[config.mk]
export PLATFORM = sky130hd
export DESIGN_NAME = adaptive_credit_window
export DESIGN_NICKNAME = d
export VERILOG_FILES = /design/src/hw/rtl/acw_pkg.sv /design/src/hw/rtl/acw_cfg_regs.sv /design/src/hw/rtl/acw_engine.sv /design/src/hw/rtl/adaptive_credit_window.sv
export SDC_FILE = /design/constraint.sdc
export NUM_CORES = 2
export LEC_CHECK = 0
export CAP_MARGIN = 5
export CORE_MARGIN = 4
export CORE_UTILIZATION = 40
export CTS_CLUSTER_SIZE = 40
export DETAILED_ROUTE_END_ITERATION = 12
export DONT_BUFFER_PORTS = 1
export MAX_ROUTING_LAYER = met4
export SKIP_CTS_REPAIR_TIMING = 1
export SLEW_MARGIN = 20
export SYNTH_ARGS = -nofsm -noshare
export SYNTH_HDL_FRONTEND = slang
export SYNTH_SLANG_ARGS = --single-unit
[constraint.sdc]
create_clock -name clk_i -period 13.4 [get_ports clk_i]
set_input_delay 0.67 -clock clk_i [delete_from_list [all_inputs] [get_ports clk_i]]
set_output_delay 0.67 -clock clk_i [all_outputs]
set_load 0.01 [all_outputs]
[src/hw/rtl/acw_pkg.sv]
`timescale 1ns / 1ps
// ----------------------------------------------------------------------------
// acw_pkg: shared definitions of the adaptive credit window
// Operation and status codes, field widths, stream packing offsets and the
// structs passed between the configuration, engine and top-level modules.
// ----------------------------------------------------------------------------
package acw_pkg;

  // Default sizes of the internal counters and the window register
  localparam int COUNT_WIDTH_DEF  = 48;
  localparam int WINDOW_WIDTH_DEF = 40;

  // Fixed field widths on the ports
  localparam int OP_W      = 2;
  localparam int LEN_W     = 32;
  localparam int TOTAL_W   = 48;
  localparam int BACKLOG_W = 48;
  localparam int STATUS_W  = 2;
  localparam int WINF_W    = 40;
  localparam int DELTA_W   = 49;
  localparam int LIMIT_W   = 48;
  localparam int CFG_IDX_W = 2;
  localparam int CFG_DAT_W = 48;

  // Operation codes
  localparam logic [OP_W-1:0] OP_START    = 2'd0;
  localparam logic [OP_W-1:0] OP_APPEND   = 2'd1;
  localparam logic [OP_W-1:0] OP_FEEDBACK = 2'd2;

  // Status codes
  localparam logic [STATUS_W-1:0] ST_OK      = 2'd0;
  localparam logic [STATUS_W-1:0] ST_FULL    = 2'd1;
  localparam logic [STATUS_W-1:0] ST_REFUSED = 2'd2;
  localparam logic [STATUS_W-1:0] ST_STALE   = 2'd3;

  // Configuration register indexes
  localparam logic [CFG_IDX_W-1:0] REG_MAX_WINDOW    = 2'd0;
  localparam logic [CFG_IDX_W-1:0] REG_MIN_WINDOW    = 2'd1;
  localparam logic [CFG_IDX_W-1:0] REG_BACKLOG_LIMIT = 2'd2;

  localparam logic [WINF_W-1:0] MAX_WINDOW_RST = 40'd2097152;

  // Request payload packing (lowest bit first)
  localparam int ID_LEN_LSB     = 0;
  localparam int ID_OK_BIT      = ID_LEN_LSB + LEN_W;
  localparam int ID_TOTAL_LSB   = ID_OK_BIT + 1;
  localparam int ID_BACKLOG_LSB = ID_TOTAL_LSB + TOTAL_W;
  localparam int IN_BITS        = ID_BACKLOG_LSB + BACKLOG_W;
  localparam int IN_DATA_W      = ((IN_BITS + 7) / 8) * 8;

  // Result payload packing (lowest bit first)
  localparam int OD_WRITABLE_BIT = 0;
  localparam int OD_WAKE_BIT     = 1;
  localparam int OD_WIN_LSB      = 2;
  localparam int OD_DELTA_LSB    = OD_WIN_LSB + WINF_W;
  localparam int OUT_BITS        = OD_DELTA_LSB + DELTA_W;
  localparam int OUT_DATA_W      = ((OUT_BITS + 7) / 8) * 8;

  typedef struct packed {
    logic [WINF_W-1:0]  max_window;
    logic [WINF_W-1:0]  min_window;
    logic [LIMIT_W-1:0] backlog_limit;
  } cfg_t;

  typedef struct packed {
    logic [OP_W-1:0]      op;
    logic [LEN_W-1:0]     append_length;
    logic                 sink_ok;
    logic [TOTAL_W-1:0]   consumed_total;
    logic [BACKLOG_W-1:0] socket_backlog;
  } item_t;

  typedef struct packed {
    logic [STATUS_W-1:0] status;
    logic                writable;
    logic                wake_waiters;
    logic [WINF_W-1:0]   window_now;
    logic [DELTA_W-1:0]  socket_delta;
  } result_t;

endpackage

[src/hw/rtl/acw_cfg_regs.sv]
`timescale 1ns / 1ps
// ----------------------------------------------------------------------------
// acw_cfg_regs: configuration registers
// Holds max window, min window and socket backlog limit; takes one write a
// cycle, writes to an unused index are dropped.
// ----------------------------------------------------------------------------
module acw_cfg_regs (
  input  logic                           clk_i,
  input  logic                           rst_ni,
  input  logic                           cfg_valid_i,
  output logic                           cfg_ready_o,
  input  logic [acw_pkg::CFG_IDX_W-1:0]  cfg_index_i,
  input  logic [acw_pkg::CFG_DAT_W-1:0]  cfg_data_i,
  output acw_pkg::cfg_t                  cfg_o
);

  localparam int WinW = acw_pkg::WINF_W;
  localparam int LimW = acw_pkg::LIMIT_W;

  acw_pkg::cfg_t cfg_q, cfg_d;

  assign cfg_ready_o = 1'b1;

  always_comb begin
    cfg_d = cfg_q;
    if (cfg_valid_i) begin
      case (cfg_index_i)
        acw_pkg::REG_MAX_WINDOW:    cfg_d.max_window    = WinW'(cfg_data_i);
        acw_pkg::REG_MIN_WINDOW:    cfg_d.min_window    = WinW'(cfg_data_i);
        acw_pkg::REG_BACKLOG_LIMIT: cfg_d.backlog_limit = LimW'(cfg_data_i);
        default: ;
      endcase
    end
  end

  always_ff @(posedge clk_i or negedge rst_ni) begin
    if (!rst_ni) begin
      cfg_q.max_window    <= acw_pkg::MAX_WINDOW_RST;
      cfg_q.min_window    <= '0;
      cfg_q.backlog_limit <= '0;
    end else begin
      cfg_q <= cfg_d;
    end
  end

  assign cfg_o = cfg_q;

endmodule

[src/hw/rtl/acw_engine.sv]
`timescale 1ns / 1ps
// ----------------------------------------------------------------------------
// acw_engine: window state and combinational step logic
// Holds produced and consumed counts and the window; computes the result of
// the registered request and updates the state when the request advances.
// ----------------------------------------------------------------------------
module acw_engine #(
  parameter int COUNT_WIDTH  = acw_pkg::COUNT_WIDTH_DEF,
  parameter int WINDOW_WIDTH = acw_pkg::WINDOW_WIDTH_DEF
) (
  input  logic             clk_i,
  input  logic             rst_ni,
  input  logic             advance_i,
  input  acw_pkg::item_t   item_i,
  input  acw_pkg::cfg_t    cfg_i,
  output acw_pkg::result_t result_o
);

  localparam int CW  = COUNT_WIDTH;
  localparam int WW  = WINDOW_WIDTH;
  localparam int LW  = (CW > WW) ? CW : WW;
  localparam int SW  = (WW + 1 > acw_pkg::WINF_W) ? WW + 1 : acw_pkg::WINF_W;
  localparam int DW  = acw_pkg::DELTA_W;
  localparam int NW  = (CW > DW) ? CW : DW;
  localparam int OWW = acw_pkg::WINF_W;

  logic [CW-1:0] prod_q, prod_d;
  logic [CW-1:0] cons_q, cons_d;
  logic [WW-1:0] win_q, win_d;

  logic [CW-1:0]  total;
  logic [CW-1:0]  adv;
  logic [NW-1:0]  adv_x;
  logic [NW-1:0]  adv_neg;
  logic [OWW-1:0] eff_min;
  logic           limit_on;
  logic           full_now;
  logic [WW:0]    dbl_raw;
  logic [SW-1:0]  dbl;
  logic [SW-1:0]  max_x;
  logic           can_grow;
  logic [WW-1:0]  grown;

  logic [acw_pkg::STATUS_W-1:0] status;
  logic                         wake;
  logic [DW-1:0]                delta;
  logic                         writable;

  function automatic logic is_full(logic [CW-1:0] p, logic [CW-1:0] c, logic [WW-1:0] w);
    logic [CW-1:0] d0;
    logic [LW-1:0] diff;
    d0   = p - c;
    diff = LW'(d0);
    return (p >= c) && (diff >= LW'(w));
  endfunction

  function automatic logic [WW-1:0] win_sat(logic [SW-1:0] v);
    if (v > SW'({WW{1'b1}})) begin
      return {WW{1'b1}};
    end
    return WW'(v);
  endfunction

  function automatic logic BACKLOG_GT(logic [acw_pkg::BACKLOG_W-1:0] b,
                                      logic [acw_pkg::LIMIT_W-1:0] l);
    return b > l;
  endfunction

  assign total    = CW'(item_i.consumed_total);
  assign adv      = total - cons_q;
  assign adv_x    = NW'(adv);
  assign adv_neg  = '0 - adv_x;
  assign limit_on = (cfg_i.backlog_limit != '0);
  assign eff_min  = (cfg_i.max_window != '0 && cfg_i.min_window > cfg_i.max_window) ?
                    '0 : cfg_i.min_window;
  assign full_now = is_full(prod_q, cons_q, win_q);

  // Doubling, clamped to max window and saturated at the register width
  assign dbl_raw  = {win_q, 1'b0};
  assign max_x    = SW'(cfg_i.max_window);
  assign can_grow = (cfg_i.max_window == '0) || (SW'(win_q) < max_x);
  always_comb begin
    dbl = SW'(dbl_raw);
    if (cfg_i.max_window != '0 && dbl > max_x) begin
      dbl = max_x;
    end
    grown = win_sat(dbl);
  end

  always_comb begin
    prod_d = prod_q;
    cons_d = cons_q;
    win_d  = win_q;
    status = acw_pkg::ST_OK;
    wake   = 1'b0;
    delta  = '0;
    case (item_i.op)
      acw_pkg::OP_START: begin
        prod_d = '0;
        cons_d = '0;
        if (limit_on && eff_min != '0) begin
          win_d = win_sat(SW'(eff_min));
        end else begin
          win_d = win_sat(SW'(cfg_i.max_window));
        end
      end
      acw_pkg::OP_APPEND: begin
        // a refused write leaves the count as it was, so no add is needed
        if (win_q != '0 && full_now) begin
          status = acw_pkg::ST_FULL;
        end else if (!item_i.sink_ok) begin
          status = acw_pkg::ST_REFUSED;
        end else begin
          if (win_q != '0) begin
            prod_d = prod_q + CW'(item_i.append_length);
          end
          if (limit_on) begin
            delta = DW'(item_i.append_length);
          end
        end
      end
      acw_pkg::OP_FEEDBACK: begin
        if (win_q == '0) begin
          status = acw_pkg::ST_OK;
        end else if (total <= cons_q) begin
          status = acw_pkg::ST_STALE;
        end else begin
          if (limit_on) begin
            delta = adv_neg[DW-1:0];
            if (BACKLOG_GT(item_i.socket_backlog, cfg_i.backlog_limit)) begin
              if (eff_min != '0) begin
                win_d = win_sat(SW'(eff_min));
              end else begin
                win_d = win_q >> 1;
              end
            end else if (is_full(prod_q, total, win_q) && can_grow) begin
              win_d = grown;
            end
          end
          cons_d = total;
          wake   = full_now && !is_full(prod_q, total, win_d);
        end
      end
      default: ;
    endcase
    writable = (win_d == '0) || !is_full(prod_d, cons_d, win_d);
  end

  always_ff @(posedge clk_i or negedge rst_ni) begin
    if (!rst_ni) begin
      prod_q <= '0;
      cons_q <= '0;
      win_q  <= '0;
    end else if (advance_i) begin
      prod_q <= prod_d;
      cons_q <= cons_d;
      win_q  <= win_d;
    end
  end

  assign result_o.status       = status;
  assign result_o.writable     = writable;
  assign result_o.wake_waiters = wake;
  assign result_o.window_now   = OWW'(win_d);
  assign result_o.socket_delta = delta;

endmodule

[src/hw/rtl/adaptive_credit_window.sv]
`timescale 1ns / 1ps
// ----------------------------------------------------------------------------
// adaptive_credit_window: sender-side credit window for one stream
// Top level: request and result registers around the window engine, plus
// the configuration register file.
// ----------------------------------------------------------------------------
// Usage
//   s_axis carries requests: tuser holds the operation (start, append,
//   feedback), tdata the length, sink flag, consumed total and backlog.
//   m_axis returns one result per request: tuser holds the status, tdata
//   the writable and wake flags, the current window and the socket delta.
//   The cfg channel writes max window, min window and backlog limit by
//   index; it is always ready and should only be used while idle.
// Timing
//   A request is registered on acceptance; it advances when the output
//   register is free or emptying, and its result then lands in the output
//   register, raising tvalid. The state update and the result share one
//   pass of logic, so one request a cycle is taken back to back unless m_axis stalls.
// Reset and stall
//   Reset clears both counters and the window (no flow control until a
//   start) and loads the default configuration. If m_axis stalls, the
//   result holds and one more request waits in the input register; then
//   s_axis_tready drops until the result is taken.
// ----------------------------------------------------------------------------
module adaptive_credit_window #(
  parameter int COUNT_WIDTH  = acw_pkg::COUNT_WIDTH_DEF,
  parameter int WINDOW_WIDTH = acw_pkg::WINDOW_WIDTH_DEF
) (
  input  logic                            clk_i,
  input  logic                            rst_ni,
  // request stream
  input  logic                            s_axis_tvalid,
  output logic                            s_axis_tready,
  // append_length[31:0], sink_ok[32], consumed_total[80:33],
  // socket_backlog[128:81], zero fill above
  input  logic [acw_pkg::IN_DATA_W-1:0]   s_axis_tdata,
  // op[1:0]
  input  logic [acw_pkg::OP_W-1:0]        s_axis_tuser,
  // result stream
  output logic                            m_axis_tvalid,
  input  logic                            m_axis_tready,
  // writable[0], wake_waiters[1], window_now[41:2], socket_delta[90:42],
  // zero fill above
  output logic [acw_pkg::OUT_DATA_W-1:0]  m_axis_tdata,
  // status[1:0]
  output logic [acw_pkg::STATUS_W-1:0]    m_axis_tuser,
  // configuration writes
  input  logic                            cfg_valid_i,
  output logic                            cfg_ready_o,
  input  logic [acw_pkg::CFG_IDX_W-1:0]   cfg_index_i,
  input  logic [acw_pkg::CFG_DAT_W-1:0]   cfg_data_i
);

  localparam int FillW = acw_pkg::OUT_DATA_W - acw_pkg::OUT_BITS;

  acw_pkg::cfg_t    cfg;
  acw_pkg::item_t   item_q, item_d;
  acw_pkg::result_t res_comb;
  acw_pkg::result_t res_q;

  logic in_valid_q, in_valid_d;
  logic out_valid_q, out_valid_d;
  logic take_req;
  logic advance;

  // Advance the held request when the result register is free or emptying
  assign advance       = in_valid_q && (!out_valid_q || m_axis_tready);
  assign s_axis_tready = !in_valid_q || advance;
  assign take_req      = s_axis_tvalid && s_axis_tready;

  // Unpack the request fields
  always_comb begin
    item_d.op             = s_axis_tuser;
    item_d.append_length  = s_axis_tdata[acw_pkg::ID_LEN_LSB +: acw_pkg::LEN_W];
    item_d.sink_ok        = s_axis_tdata[acw_pkg::ID_OK_BIT];
    item_d.consumed_total = s_axis_tdata[acw_pkg::ID_TOTAL_LSB +: acw_pkg::TOTAL_W];
    item_d.socket_backlog = s_axis_tdata[acw_pkg::ID_BACKLOG_LSB +: acw_pkg::BACKLOG_W];
  end

  always_comb begin
    in_valid_d = in_valid_q;
    if (take_req) begin
      in_valid_d = 1'b1;
    end else if (advance) begin
      in_valid_d = 1'b0;
    end
    out_valid_d = out_valid_q;
    if (advance) begin
      out_valid_d = 1'b1;
    end else if (m_axis_tready) begin
      out_valid_d = 1'b0;
    end
  end

  always_ff @(posedge clk_i or negedge rst_ni) begin
    if (!rst_ni) begin
      in_valid_q  <= 1'b0;
      out_valid_q <= 1'b0;
    end else begin
      in_valid_q  <= in_valid_d;
      out_valid_q <= out_valid_d;
    end
  end

  // Payload registers: capture on accept, hold otherwise
  always_ff @(posedge clk_i) begin
    if (take_req) begin
      item_q <= item_d;
    end
    if (advance) begin
      res_q <= res_comb;
    end
  end

  acw_cfg_regs u_cfg (
    .clk_i       (clk_i),
    .rst_ni      (rst_ni),
    .cfg_valid_i (cfg_valid_i),
    .cfg_ready_o (cfg_ready_o),
    .cfg_index_i (cfg_index_i),
    .cfg_data_i  (cfg_data_i),
    .cfg_o       (cfg)
  );

  acw_engine #(
    .COUNT_WIDTH  (COUNT_WIDTH),
    .WINDOW_WIDTH (WINDOW_WIDTH)
  ) u_engine (
    .clk_i     (clk_i),
    .rst_ni    (rst_ni),
    .advance_i (advance),
    .item_i    (item_q),
    .cfg_i     (cfg),
    .result_o  (res_comb)
  );

  assign m_axis_tvalid = out_valid_q;
  assign m_axis_tuser  = res_q.status;
  assign m_axis_tdata  = {{FillW{1'b0}}, res_q.socket_delta, res_q.window_now,
                          res_q.wake_waiters, res_q.writable};

endmodule

==> qor.txt <==
GP Congestion -> 0.9542
Slew Limit Fails -> 125
Clock tree buffer depth -> 3
Max cap viols -> 0
Hold Fails Final Rpt -> 0
P_sw -> 0.005052 W
Syn-to-layout area delta -> 8.267%
Crit-path slowest cell -> dfrtp_1
Status -> finished with violations
Total CTS buffers -> 61
Crit end category -> flip-flop
CP endpoint -> m_axis_tdata[0]
Worst EP required -> 13930 ps
Cell Pwr Density -> 219.8 mW/mm^2
CP Launch Type -> flip-flop
RSZ-0062 raised after global routing -> no
DRT Pass-1 Iters -> 6
Die area -> 0.1145 sq mm
FF+latch area -> 0.01338 sq mm
Core box area -> 0.1077 sq mm
FILL cells -> 10590
I/O pin count -> 294
Die Width -> 338.4 microns
Critical path type -> flip-flop to flip-flop
Clk sinks -> 490
Fin crit share -> 0.9160
Post-synth top area cell -> ha_1
Fmax -> 81.47 MHz
Top cells by area, synth -> ha_1, edfxtp_1, dfrtp_1
Area share of the largest cell type after synthesis -> 0.1588
Gr ovfl total -> 0
Layout Utilization -> 0.4391
Post-Syn Area -> 0.04366 sq mm
Multi-input logic area -> 0.02810 sq mm
Ratio of cells with drive above 1 in the final layout -> 0.07251
Worst slew pin tran -> 1947 ps
Internal power -> 0.005341 W
Final Non-Filler Cells -> 6414
Final Cell Area -> 0.04727 sq mm
Drt drc -> 0
Clock share of power -> 0.167
R2r endpoint -> m_axis_tdata[0]
Die height -> 338.4 microns
Syn Inst Count -> 5031
Largest stage delay on the critical path -> 620 ps
Routed len/inst -> 24.21 microns
Htree depth -> 2
Starting density of the core -> 0.4056
CTS tree -> done
Setup TNS -> 0 ps
Final Skew -> 38.25 ps
Asr flop ratio synth -> 0.5429
Drt via density -> 6.072
Buffers added on ports -> 0
Setup violators final -> 0
Initial DRC Count -> 3963
Final wirelength -> 155300 microns
R2r setup slk -> 1130 ps
Synth Register Bits -> 490
Yosys warning count -> 0
Commonest non-fill, non-tap cells in the layout -> ha_1, nand2_1, a21oi_1
Part of the Yosys area used for sequential elements -> 0.3065
Top_reg_cell synth -> dfrtp_1
Flop pwr share -> 0.221
First-pass GRT wire length -> 232200 microns
Commonest non-fill, non-tap cell in the layout -> ha_1
Worst skew pair latency -> 700 ps
Via count -> 38950
Mean Syn Cell Area -> 8.679 sq um
Crit-path max FO -> 15
Placed Area -> 0.04513 sq mm
# rows -> 120
Lkg Pwr -> 20.11 nW
Antenna violations before repair -> 3
Final #Nets -> 5708
Cells after DPL -> 6294
Unique masters post-synth -> 115
Post-synth EDFFs -> 224
Reg clk slew, reported paths -> 70 ps
Sw Ratio -> 0.4861
Pin count of the biggest net entering global routing -> 267
Logic pwr share -> 0.612
Tmin final -> 12270 ps
RR Startpoint -> u_engine.prod_q[1]
Slew headroom -> -0.2982
Vias in the first global route -> 37260
Number of nets with antenna violations after detailed routing -> 0
Peak supply drop -> 0.1256 mV
Hold WC Path Type -> input pin to async pin
Cells on worst reg2reg path -> 58
Clock root buffer -> clkbuf_16
CP arrival -> 12810 ps
Hpwl dp -> 121900 microns
Worst path most repeated cell -> a21oi_1
Failing checks -> slew limit
Total Routing Usage GR -> 0.2683
Crit path launch -> u_engine.prod_q[1]
-- stage by stage --
stage | hold WS [ps] | setup WS, ps | power [W]
floorplan | 374.4 | 3692 | 0.006635
global placement | 405.9 | 1261 | 0.008422
detailed placement | 409.2 | 1162 | 0.008495
CTS | -326.4 | 1047 | 0.01029
global route | 37.22 | 50.12 | 0.01123
finish | 35.07 | 1125 | 0.01039
-- power by group through the flow --
stage          Clock, W  Combinational, W  Sequential [W]
6_report        0.00173           0.00636         0.00230
5_1_grt         0.00183           0.00707         0.00233
4_1_cts         0.00177           0.00623         0.00229
3_5_place_dp          0           0.00618         0.00232
3_3_place_gp          0           0.00610         0.00232
2_1_floorplan         0           0.00449         0.00214
-- state kept, by name, summed over array words and instances, names as in the netlist --
name             cells
m_axis_tvalid        1
u_engine.cons_q     48
m_axis_tuser         2
item_q             131
u_cfg.cfg_o        128
m_axis_tdata        91
in_valid_q           1
u_engine.prod_q     48
u_engine.win_q      40
-- cells in the mapped netlist, types with 65 or more instances --
master,number
nor4_1,65
a21o_1,162
inv_1,378
mux2_2,90
nor2_1,240
edfxtp_1,224
dfrtp_1,265
clkbuf_1,142
nand3_1,155
nand2_1,498
nand4_1,117
xor2_1,68
xnor2_1,163
nor3_1,134
ha_1,554
o21ai_0,339
a21oi_1,429
-- layer usage --
metal	vias up	GRT usage	wire, microns
met5	-	-	0
met4	0	0.09097	5619
met3	301	0.04901	11520
met2	1379	0.4204	70780
met1	18700	0.3503	67380
li1	18570	-	-
-- final cells by class --
| cell class | instances | share of cell area |
|---|---|---|
| multi-input combinational | 3958 | 0.5944 |
| antenna | 5 | 0.0002647 |
| clock inverter | 38 | 0.008761 |
| inverter | 379 | 0.03020 |
| clock buffer | 75 | 0.03515 |
| timing repair buffer | 66 | 0.01096 |
| sequential | 490 | 0.2831 |
| tap | 1403 | 0.03713 |
-- worst min-delay path by stage --
stage                                start               to  depth (start not counted)
final                               rst_ni  u_cfg.cfg_o[44]                          1
after global routing      s_axis_tdata[96]       item_q[15]                          0
after CTS                           rst_ni  u_cfg.cfg_o[20]                          0
after detailed placement            rst_ni  u_cfg.cfg_o[45]                          0
after global placement              rst_ni  u_cfg.cfg_o[42]                          0
after floorplan                     rst_ni       in_valid_q                          0
-- kinds of logic after synthesis --
family	count (synthesis)	share of synthesized area
AOI/OAI and AO/OA	1566	0.2397
xor gates and xnor gates	232	0.04671
adders and majority gates	559	0.1610
buffers and inverters	587	0.05255
DFF	490	0.3065
muxes	100	0.02550
other	2	0.0001720
and+or+nand+nor	1495	0.1678
-- critical path, delay by kind of cell, from the launching register on --
| kind | cells | cell delay (ps) |
|---|---|---|
| buffers and inverters | 1 | 310 |
| AOI/OAI and AO/OA | 30 | 6690 |
| adders and majority gates | 4 | 1230 |
| DFF | 1 | 620 |
| xor gates and xnor gates | 2 | 290 |
| and+or+nand+nor | 21 | 2920 |
(Power assumes the default switching activity.)
